===== src/design/amsdu_pkg.sv =====
// Shared types and constants for the A-MSDU aggregation decider.
`default_nettype none

package amsdu_pkg;

    // Field widths of the frame descriptors and of the decisions.
    localparam int LENGTH_W = 16;
    localparam int COUNT_W  = 13;
    localparam int TID_W    = 4;
    localparam int ADDR_W   = 48;

    // Running length plus one frame and one header never reaches 2^18.
    localparam int GROWN_W  = 18;

    // Configuration register widths and the write port's data width.
    localparam int MIN_SUB_W = 14;
    localparam int MIN_LEN_W = 17;
    localparam int CFG_W     = 17;
    localparam int CFG_IDX_W = 2;

    // Register indexes of the configuration port.
    localparam logic [CFG_IDX_W-1:0] REG_MIN_SUBFRAMES        = 2'd0;
    localparam logic [CFG_IDX_W-1:0] REG_MIN_AGGREGATE_LENGTH = 2'd1;
    localparam logic [CFG_IDX_W-1:0] REG_MAX_AMSDU_BYTES      = 2'd2;

    // Reset values of the configuration registers.
    localparam logic [MIN_SUB_W-1:0] MIN_SUBFRAMES_RESET = '1;
    localparam logic [MIN_LEN_W-1:0] MIN_LENGTH_RESET    = '1;
    localparam logic [LENGTH_W-1:0]  MAX_AMSDU_RESET     = 16'd4065;

    // The subframe count saturates here; a frame arriving then ends the scan.
    localparam logic [COUNT_W-1:0] COUNT_MAX = '1;

    // Defaults of the top-level parameters.
    localparam int SUBFRAME_HEADER_BYTES_DEFAULT = 14;
    localparam int QUEUE_DEPTH_DEFAULT           = 4;

    // One finished scan, as handed from the front end to the decision stage.
    typedef struct packed {
        logic [COUNT_W-1:0]  count;
        logic [LENGTH_W-1:0] length;
    } scan_rec_t;

endpackage

`default_nettype wire


===== src/design/amsdu_front.sv =====
// Scan front end: tracks the open scan and emits a record when a scan ends.
`default_nettype none

module amsdu_front #(
    parameter int SUBFRAME_HEADER_BYTES = amsdu_pkg::SUBFRAME_HEADER_BYTES_DEFAULT
) (
    input  wire logic                               clk,
    input  wire logic                               rst_n,
    input  wire logic                               take,
    input  wire logic [amsdu_pkg::LENGTH_W-1:0]     msdu_length,
    input  wire logic [amsdu_pkg::TID_W-1:0]        traffic_id,
    input  wire logic [amsdu_pkg::ADDR_W-1:0]       receiver_addr,
    input  wire logic [amsdu_pkg::ADDR_W-1:0]       transmitter_addr,
    input  wire logic                               is_data,
    input  wire logic                               last_in_queue,
    input  wire logic [amsdu_pkg::LENGTH_W-1:0]     max_amsdu_bytes,
    output logic                                    rec_push,
    output amsdu_pkg::scan_rec_t                    rec
);

    logic [amsdu_pkg::COUNT_W-1:0]  count_reg,  count_next;
    logic [amsdu_pkg::LENGTH_W-1:0] length_reg, length_next;
    logic [amsdu_pkg::TID_W-1:0]    tid_reg,    tid_next;
    logic [amsdu_pkg::ADDR_W-1:0]   ra_reg,     ra_next;
    logic [amsdu_pkg::ADDR_W-1:0]   ta_reg,     ta_next;

    logic [amsdu_pkg::GROWN_W-1:0]  grown;
    logic                           head;
    logic                           same_flow;
    logic                           eligible;

    // Classify the incoming frame against the open scan.
    always_comb
    begin
        head      = (count_reg == '0);
        grown     = amsdu_pkg::GROWN_W'(length_reg) + amsdu_pkg::GROWN_W'(msdu_length)
                  + amsdu_pkg::GROWN_W'(SUBFRAME_HEADER_BYTES);
        same_flow = head || ((traffic_id == tid_reg) && (receiver_addr == ra_reg)
                  && (transmitter_addr == ta_reg));
        eligible  = is_data && (grown <= amsdu_pkg::GROWN_W'(max_amsdu_bytes))
                  && (count_reg != amsdu_pkg::COUNT_MAX) && same_flow;
    end

    // Update the scan and hand out a record when the scan ends.
    always_comb
    begin
        count_next  = count_reg;
        length_next = length_reg;
        tid_next    = tid_reg;
        ra_next     = ra_reg;
        ta_next     = ta_reg;
        rec_push    = 1'b0;
        rec.count   = count_reg;
        rec.length  = length_reg;
        if (take)
        begin
            if (!eligible)
            begin
                // The frame stays in the queue; decide on what was gathered.
                rec_push    = 1'b1;
                count_next  = '0;
                length_next = '0;
            end
            else if (last_in_queue)
            begin
                // The frame joins and closes the scan.
                rec_push    = 1'b1;
                rec.count   = count_reg + 1'b1;
                rec.length  = grown[amsdu_pkg::LENGTH_W-1:0];
                count_next  = '0;
                length_next = '0;
            end
            else
            begin
                count_next  = count_reg + 1'b1;
                length_next = grown[amsdu_pkg::LENGTH_W-1:0];
                if (head)
                begin
                    tid_next = traffic_id;
                    ra_next  = receiver_addr;
                    ta_next  = transmitter_addr;
                end
            end
        end
    end

    // Scan control state.
    always_ff @(posedge clk or negedge rst_n)
    begin
        if (!rst_n)
        begin
            count_reg  <= '0;
            length_reg <= '0;
        end
        else
        begin
            count_reg  <= count_next;
            length_reg <= length_next;
        end
    end

    // Reference addresses of the scan; only read once the scan has a frame.
    always_ff @(posedge clk)
    begin
        tid_reg <= tid_next;
        ra_reg  <= ra_next;
        ta_reg  <= ta_next;
    end

    // An empty scan carries no length.
    a_empty_scan_zero_length: assert property (@(posedge clk) disable iff (!rst_n)
        (count_reg == '0) |-> (length_reg == '0))
        else $error("scan without frames holds a length");

    // Every record handed out is a fresh scan on the next cycle.
    a_push_clears_scan: assert property (@(posedge clk) disable iff (!rst_n)
        rec_push |=> (count_reg == '0))
        else $error("scan not cleared after a decision");

endmodule

`default_nettype wire


===== src/design/amsdu_queue.sv =====
// Short queue of finished scans between the front end and the decision stage.
`default_nettype none

module amsdu_queue #(
    parameter int QUEUE_DEPTH = amsdu_pkg::QUEUE_DEPTH_DEFAULT
) (
    input  wire logic                 clk,
    input  wire logic                 rst_n,
    input  wire logic                 wr,
    input  wire amsdu_pkg::scan_rec_t wr_rec,
    input  wire logic                 rd,
    output amsdu_pkg::scan_rec_t      rd_rec,
    output logic                      not_empty,
    output logic                      is_full
);

    localparam int PTR_W = (QUEUE_DEPTH > 1) ? $clog2(QUEUE_DEPTH) : 1;
    localparam int LVL_W = $clog2(QUEUE_DEPTH + 1);

    amsdu_pkg::scan_rec_t mem [QUEUE_DEPTH];

    logic [PTR_W-1:0] wr_ptr_reg, wr_ptr_next;
    logic [PTR_W-1:0] rd_ptr_reg, rd_ptr_next;
    logic [LVL_W-1:0] level_reg,  level_next;

    assign not_empty = (level_reg != '0);
    assign is_full   = (level_reg == LVL_W'(QUEUE_DEPTH));
    assign rd_rec    = mem[rd_ptr_reg];

    // Pointer wrap and fill level.
    always_comb
    begin
        wr_ptr_next = wr_ptr_reg;
        rd_ptr_next = rd_ptr_reg;
        if (wr)
        begin
            wr_ptr_next = (wr_ptr_reg == PTR_W'(QUEUE_DEPTH - 1)) ? '0 : wr_ptr_reg + 1'b1;
        end
        if (rd)
        begin
            rd_ptr_next = (rd_ptr_reg == PTR_W'(QUEUE_DEPTH - 1)) ? '0 : rd_ptr_reg + 1'b1;
        end
        level_next = level_reg + LVL_W'(wr) - LVL_W'(rd);
    end

    always_ff @(posedge clk or negedge rst_n)
    begin
        if (!rst_n)
        begin
            wr_ptr_reg <= '0;
            rd_ptr_reg <= '0;
            level_reg  <= '0;
        end
        else
        begin
            wr_ptr_reg <= wr_ptr_next;
            rd_ptr_reg <= rd_ptr_next;
            level_reg  <= level_next;
        end
    end

    // Storage.
    always_ff @(posedge clk)
    begin
        if (wr)
        begin
            mem[wr_ptr_reg] <= wr_rec;
        end
    end

    // The front end must never write a full queue, nor the back end read an empty one.
    a_no_overflow: assert property (@(posedge clk) disable iff (!rst_n)
        !(wr && is_full) && !(rd && !not_empty))
        else $error("scan queue overflow or underflow");

endmodule

`default_nettype wire


===== src/design/amsdu_back.sv =====
// Decision stage: applies the thresholds and holds the decision for the consumer.
`default_nettype none

module amsdu_back (
    input  wire logic                               clk,
    input  wire logic                               rst_n,
    input  wire amsdu_pkg::scan_rec_t               head_rec,
    input  wire logic                               head_valid,
    output logic                                    head_take,
    input  wire logic [amsdu_pkg::MIN_SUB_W-1:0]    min_subframes,
    input  wire logic [amsdu_pkg::MIN_LEN_W-1:0]    min_aggregate_length,
    input  wire logic                               pop,
    output logic                                    empty,
    output logic                                    aggregate,
    output logic [amsdu_pkg::COUNT_W-1:0]           frames_taken,
    output logic [amsdu_pkg::LENGTH_W-1:0]          amsdu_length
);

    logic                            valid_reg, valid_next;
    logic                            agg_reg;
    logic [amsdu_pkg::COUNT_W-1:0]   frames_reg;
    logic [amsdu_pkg::LENGTH_W-1:0]  length_reg;

    logic sub_ok;
    logic len_ok;
    logic agg;

    // Thresholds; an all-ones register switches its check off.
    always_comb
    begin
        sub_ok = (min_subframes == '1)
              || ($signed(min_subframes) <= $signed({1'b0, head_rec.count}));
        len_ok = (min_aggregate_length == '1)
              || ($signed(min_aggregate_length) <= $signed({1'b0, head_rec.length}));
        agg    = (head_rec.count > amsdu_pkg::COUNT_W'(1)) && sub_ok && len_ok;
    end

    // Output register is refilled whenever it is free or being drained.
    assign head_take  = head_valid && (!valid_reg || pop);
    assign valid_next = head_take || (valid_reg && !pop);

    always_ff @(posedge clk or negedge rst_n)
    begin
        if (!rst_n)
        begin
            valid_reg <= 1'b0;
        end
        else
        begin
            valid_reg <= valid_next;
        end
    end

    always_ff @(posedge clk)
    begin
        if (head_take)
        begin
            agg_reg    <= agg;
            frames_reg <= agg ? head_rec.count : amsdu_pkg::COUNT_W'(1);
            length_reg <= agg ? head_rec.length : '0;
        end
    end

    assign empty        = !valid_reg;
    assign aggregate    = agg_reg;
    assign frames_taken = frames_reg;
    assign amsdu_length = length_reg;

    // A single-frame decision carries no length; an aggregate has several frames.
    a_decision_shape: assert property (@(posedge clk) disable iff (!rst_n)
        valid_reg |-> (agg_reg ? (frames_reg > amsdu_pkg::COUNT_W'(1))
                               : ((frames_reg == amsdu_pkg::COUNT_W'(1))
                                  && (length_reg == '0))))
        else $error("malformed decision");

endmodule

`default_nettype wire


===== src/design/amsdu_aggregation_decider_core.sv =====
// Top level of the A-MSDU aggregation decider.
//
// Frame descriptors from the head of a transmit queue are taken one per clock
// (push while full is low); each is classified against the open scan in the
// cycle it arrives, using the running-length sum and the TID and address
// compares. A scan that ends drops a record into a queue of QUEUE_DEPTH
// entries, from which it is loaded into the output register that drives the
// result ports once that register is free or being popped. full is high
// exactly when that queue holds QUEUE_DEPTH records. A frame that ends a scan
// without joining it is not consumed and must be presented again.
// Configuration writes take effect at the next edge.
`default_nettype none

module amsdu_aggregation_decider_core #(
    parameter int SUBFRAME_HEADER_BYTES = amsdu_pkg::SUBFRAME_HEADER_BYTES_DEFAULT,
    parameter int QUEUE_DEPTH           = amsdu_pkg::QUEUE_DEPTH_DEFAULT
) (
    input  wire logic                                clk,
    input  wire logic                                rst_n,
    // Configuration write port.
    input  wire logic                                cfg_write,
    input  wire logic [amsdu_pkg::CFG_IDX_W-1:0]     cfg_index,
    input  wire logic [amsdu_pkg::CFG_W-1:0]         cfg_data,
    // Frame descriptors.
    input  wire logic                                push,
    output logic                                     full,
    input  wire logic [amsdu_pkg::LENGTH_W-1:0]      msdu_length,
    input  wire logic [amsdu_pkg::TID_W-1:0]         traffic_id,
    input  wire logic [amsdu_pkg::ADDR_W-1:0]        receiver_addr,
    input  wire logic [amsdu_pkg::ADDR_W-1:0]        transmitter_addr,
    input  wire logic                                is_data,
    input  wire logic                                last_in_queue,
    // Decisions.
    output logic                                     empty,
    input  wire logic                                pop,
    output logic                                     aggregate,
    output logic [amsdu_pkg::COUNT_W-1:0]            frames_taken,
    output logic [amsdu_pkg::LENGTH_W-1:0]           amsdu_length
);

    logic [amsdu_pkg::MIN_SUB_W-1:0] min_subframes_reg;
    logic [amsdu_pkg::MIN_LEN_W-1:0] min_length_reg;
    logic [amsdu_pkg::LENGTH_W-1:0]  max_amsdu_reg;

    logic                 take;
    logic                 rec_push;
    amsdu_pkg::scan_rec_t rec;
    amsdu_pkg::scan_rec_t head_rec;
    logic                 head_valid;
    logic                 head_take;
    logic                 q_full;

    // Configuration registers.
    always_ff @(posedge clk or negedge rst_n)
    begin
        if (!rst_n)
        begin
            min_subframes_reg <= amsdu_pkg::MIN_SUBFRAMES_RESET;
            min_length_reg    <= amsdu_pkg::MIN_LENGTH_RESET;
            max_amsdu_reg     <= amsdu_pkg::MAX_AMSDU_RESET;
        end
        else if (cfg_write)
        begin
            case (cfg_index)
                amsdu_pkg::REG_MIN_SUBFRAMES:
                    min_subframes_reg <= cfg_data[amsdu_pkg::MIN_SUB_W-1:0];
                amsdu_pkg::REG_MIN_AGGREGATE_LENGTH:
                    min_length_reg    <= cfg_data[amsdu_pkg::MIN_LEN_W-1:0];
                amsdu_pkg::REG_MAX_AMSDU_BYTES:
                    max_amsdu_reg     <= cfg_data[amsdu_pkg::LENGTH_W-1:0];
                default:
                    ;
            endcase
        end
    end

    // Input transfer.
    assign full = q_full;
    assign take = push && !q_full;

    amsdu_front #(
        .SUBFRAME_HEADER_BYTES(SUBFRAME_HEADER_BYTES)
    ) u_front (
        .clk              (clk),
        .rst_n            (rst_n),
        .take             (take),
        .msdu_length      (msdu_length),
        .traffic_id       (traffic_id),
        .receiver_addr    (receiver_addr),
        .transmitter_addr (transmitter_addr),
        .is_data          (is_data),
        .last_in_queue    (last_in_queue),
        .max_amsdu_bytes  (max_amsdu_reg),
        .rec_push         (rec_push),
        .rec              (rec)
    );

    amsdu_queue #(
        .QUEUE_DEPTH(QUEUE_DEPTH)
    ) u_queue (
        .clk       (clk),
        .rst_n     (rst_n),
        .wr        (rec_push),
        .wr_rec    (rec),
        .rd        (head_take),
        .rd_rec    (head_rec),
        .not_empty (head_valid),
        .is_full   (q_full)
    );

    amsdu_back u_back (
        .clk                  (clk),
        .rst_n                (rst_n),
        .head_rec             (head_rec),
        .head_valid           (head_valid),
        .head_take            (head_take),
        .min_subframes        (min_subframes_reg),
        .min_aggregate_length (min_length_reg),
        .pop                  (pop),
        .empty                (empty),
        .aggregate            (aggregate),
        .frames_taken         (frames_taken),
        .amsdu_length         (amsdu_length)
    );

endmodule

`default_nettype wire

===== config.mk =====
export PLATFORM = sky130hd
export DESIGN_NAME = amsdu_aggregation_decider_core
export DESIGN_NICKNAME = d
export VERILOG_FILES = /design/src/design/amsdu_pkg.sv /design/src/design/amsdu_front.sv /design/src/design/amsdu_queue.sv /design/src/design/amsdu_back.sv /design/src/design/amsdu_aggregation_decider_core.sv
export SDC_FILE = /design/constraint.sdc
export NUM_CORES = 1
export LEC_CHECK = 0
export ABC_AREA = 1
export BUFFER_PORTS_ARGS = -buffer_cell sky130_fd_sc_hd__buf_2
export CORE_MARGIN = 3
export CORE_UTILIZATION = 45
export CTS_BUF_LIST = sky130_fd_sc_hd__clkbuf_4 sky130_fd_sc_hd__clkbuf_8 sky130_fd_sc_hd__clkbuf_16
export DETAILED_ROUTE_END_ITERATION = 12
export PLACE_DENSITY = 0.72
export SLEW_MARGIN = 20
export SYNTH_ARGS = -nofsm -noshare
export SYNTH_HDL_FRONTEND = slang
export SYNTH_SLANG_ARGS = --single-unit

===== constraint.sdc =====
create_clock -name clk -period 23 [get_ports clk]
set_input_delay 4.6 -clock clk [delete_from_list [all_inputs] [get_ports clk]]
set_output_delay 4.6 -clock clk [all_outputs]
set_load 0.02 [all_outputs]

==> impl_metrics.tcl <==
set metrics [dict create \
    p_sw_share_pct 36.7 \
    netlist_instances 1638 \
    cp-start-kind "input pin" \
    numPortBuffers 173 \
    p_leak_nw 8.30 \
    coreArea_um2 36000 \
    die_area_um2 39300 \
    syn_nets 1854 \
    clk_pin_slew_ns 0.06 \
    critical_path_peak_fanout 57 \
    drt_iter0_markers 886 \
    fin_hold_ws_ns 0.493 \
    grt_pass1_vias 11800 \
    ys_ff_latch 330 \
    rows 69 \
    maxSlewViolCount 0 \
    clkPwrFrac_pct 25.3 \
    yosysWarnings 0 \
    cts_tree "done" \
    relSlewSlack_pct 33.0 \
    final_common_cell "nand2_1" \
    drv_cap 0 \
    die_w_um 198 \
    grt_max_degree 62 \
    worst_slack_ns 13.95 \
    syn_avg_cell_area_um2 10.2 \
    setup_viol 0 \
    status "completed" \
    largest_reg_flops 116 \
    max_freq_mhz 111 \
    final_cell_mix "nand2_1, edfxtp_1, inv_1, buf_2, nor2_1" \
    critPathArrivalTime_ns 9.19 \
    synth.top_cell.area_share_pct 44.4 \
    gp_congestion 0.894 \
    drc 0 \
    first_pass_iters 5 \
    ioPinCount 174 \
    track_usage_pct 19.4 \
    skew_ns 0.0166 \
    cts_setup_buffers 0 \
    power_density_nw_per_um2 111 \
    yosys-top-cells-area "edfxtp_1, nand2_1, dfrtp_1" \
    grt-ovfl-total 0 \
    crit_path_end_kind "flop" \
    worst_slew_pin_slew_ns 1.00 \
    cts_inserted_buffers 35 \
    p_int_mw 1.34 \
    cts.sinks 330 \
    clock_latency_ns 0.52 \
    num_vias 12000 \
    hpwlAfterDp_mm 27.4 \
    cts_resized 0 \
    wl_per_cell_um 16.5 \
    die_h_um 198 \
    antenna_found_initial 3 \
    timing.final.hold_violations 0 \
    final_util_pct 52.9 \
    wl_mm 38.0 \
    seq_area_frac_synth_pct 57.4 \
    seq_power_share_pct 39.5 \
    nFillCells 3108 \
    cts.path.max_buffers 3 \
    path_class "in2reg" \
    rsz0062_at_grt "no" \
    yosysTopAreaCell "edfxtp_1" \
    p_sw_mw 0.780 \
    drive_gt1_share_pct 18.9 \
    period_share_pct 39.3 \
    start_util_pct 46.2 \
    required_ns 23.14 \
    ys_types 50 \
    fin_nets 2025 \
    cts-root-buf "clkbuf_16" \
    dpl_worst_slack_ns 13.44 \
    multi_input_area_um2 6190 \
    register_area_um2 9540 \
    ctsHoldBuffers 0 \
    tns_ns 0 \
    netlist_area_um2 16600 \
    antenna_left 0 \
    irDropWorstVdd_mv 0.0603 \
    cts_max_level 2 \
    grt_pass1_wl_mm 60.7 \
    pwr-share-comb_pct 35.2 \
    min_period_ns 9.05 \
    area_growth_pct 14.6 \
    avgViaCountPerCell 5.24 \
    min_path_type "reg2reg" \
    p_total_mw 2.12 \
]
## final timing paths
path                                              startpoint                                end  slack (ns)  cells past startpoint
max reg2reg                u_front.length_reg[0]$_DFFE_PN0P_       u_front.ra_reg[22]$_DFFE_PP_       17.71                     25
min                             max_amsdu_reg[3]$_DFFE_PN0P_       max_amsdu_reg[3]$_DFFE_PN0P_        0.49                      2
max in group asynchronous                              rst_n  u_queue.rd_ptr_reg[1]$_DFFE_PN0P_       17.90                      2
max                                           msdu_length[0]       u_front.ra_reg[22]$_DFFE_PP_       13.95                     23
min reg2reg                     max_amsdu_reg[3]$_DFFE_PN0P_       max_amsdu_reg[3]$_DFFE_PN0P_        0.49                      2
min in group asynchronous                              rst_n         u_back.valid_reg$_DFF_PN0_        4.06                      1
## synth_stat cells, drive strengths merged
library cell  instances
a211oi                1
a21o                  1
a21oi                55
a22o                  3
a32o                 27
and2                  5
and3                  1
buf                  22
clkbuf               29
dfrtp                45
dfstp                39
dlygate4sd1           1
edfxtp              246
fa                    2
ha                   72
inv                 178
nand2               446
nand3                49
nand3b                5
nand4                77
nor2                111
nor3                 20
nor4                  6
o2111ai               1
o211ai                2
o21ai                81
o21bai                2
o221ai                1
o22ai                 7
o31ai                 1
or2                   3
or3                   1
xnor2                46
xor2                 52
## through the flow
stage	cell area, um2	cells
after floorplan	16600	1638
final	19000	2299
after CTS	19000	2296
after detailed placement	17900	2233
after global placement	17900	2233
after global routing	19000	2299
## power by group through the flow
| stage | Sequential (mW) | Clock (mW) | Combinational [mW] |
|---|---|---|---|
| floorplan | 0.877 | 0 | 0.499 |
| global placement | 0.846 | 0 | 0.715 |
| detailed placement | 0.850 | 0 | 0.739 |
| CTS | 0.838 | 0.550 | 0.744 |
| global route | 0.849 | 0.574 | 0.841 |
| finish | 0.838 | 0.538 | 0.747 |
## metal layers
layer | wire (um) | track usage, %
met3 | 2970 | 4.12
met2 | 17400 | 31.2
met1 | 17000 | 26.9
met4 | 736 | 5.19
met5 | 0 | 0
## worst max-delay path, cell delays in order
cell	delay, ns
buf_2	0.11
ha_1	0.23
inv_1	0.08
fa_1	0.51
ha_1	0.27
nand3_1	0.08
nand2_1	0.08
nor2_1	0.15
nand3_2	0.12
nor2_1	0.14
nand3_1	0.11
or2_2	0.28
o21ai_0	0.07
inv_1	0.11
ha_1	0.31
nand2_1	0.06
inv_1	0.07
nand3_1	0.07
o21ai_0	0.16
nand2_1	0.16
nor3_2	0.18
buf_4	0.49
buf_4	0.69
## final cells by class
class	count	share of cell area [%]
tap	461	3.03
timing repair buffer	186	5.07
multi-input combinational	1078	32.5
clock inverter	15	0.374
clock buffer	48	5.39
antenna	3	0.0394
sequential	330	50.1
inverter	178	3.51
## logic make-up after synthesis
logic type                 synth area share, %
buffers and inverters                     5.61
AOI/OAI and AO/OA                         6.74
DFF                                       57.4
xor gates and xnor gates                  5.16
adders and majority gates                 5.66
and+or+nand+nor                           19.5
Note: power is estimated with default switching activity, not from simulation.
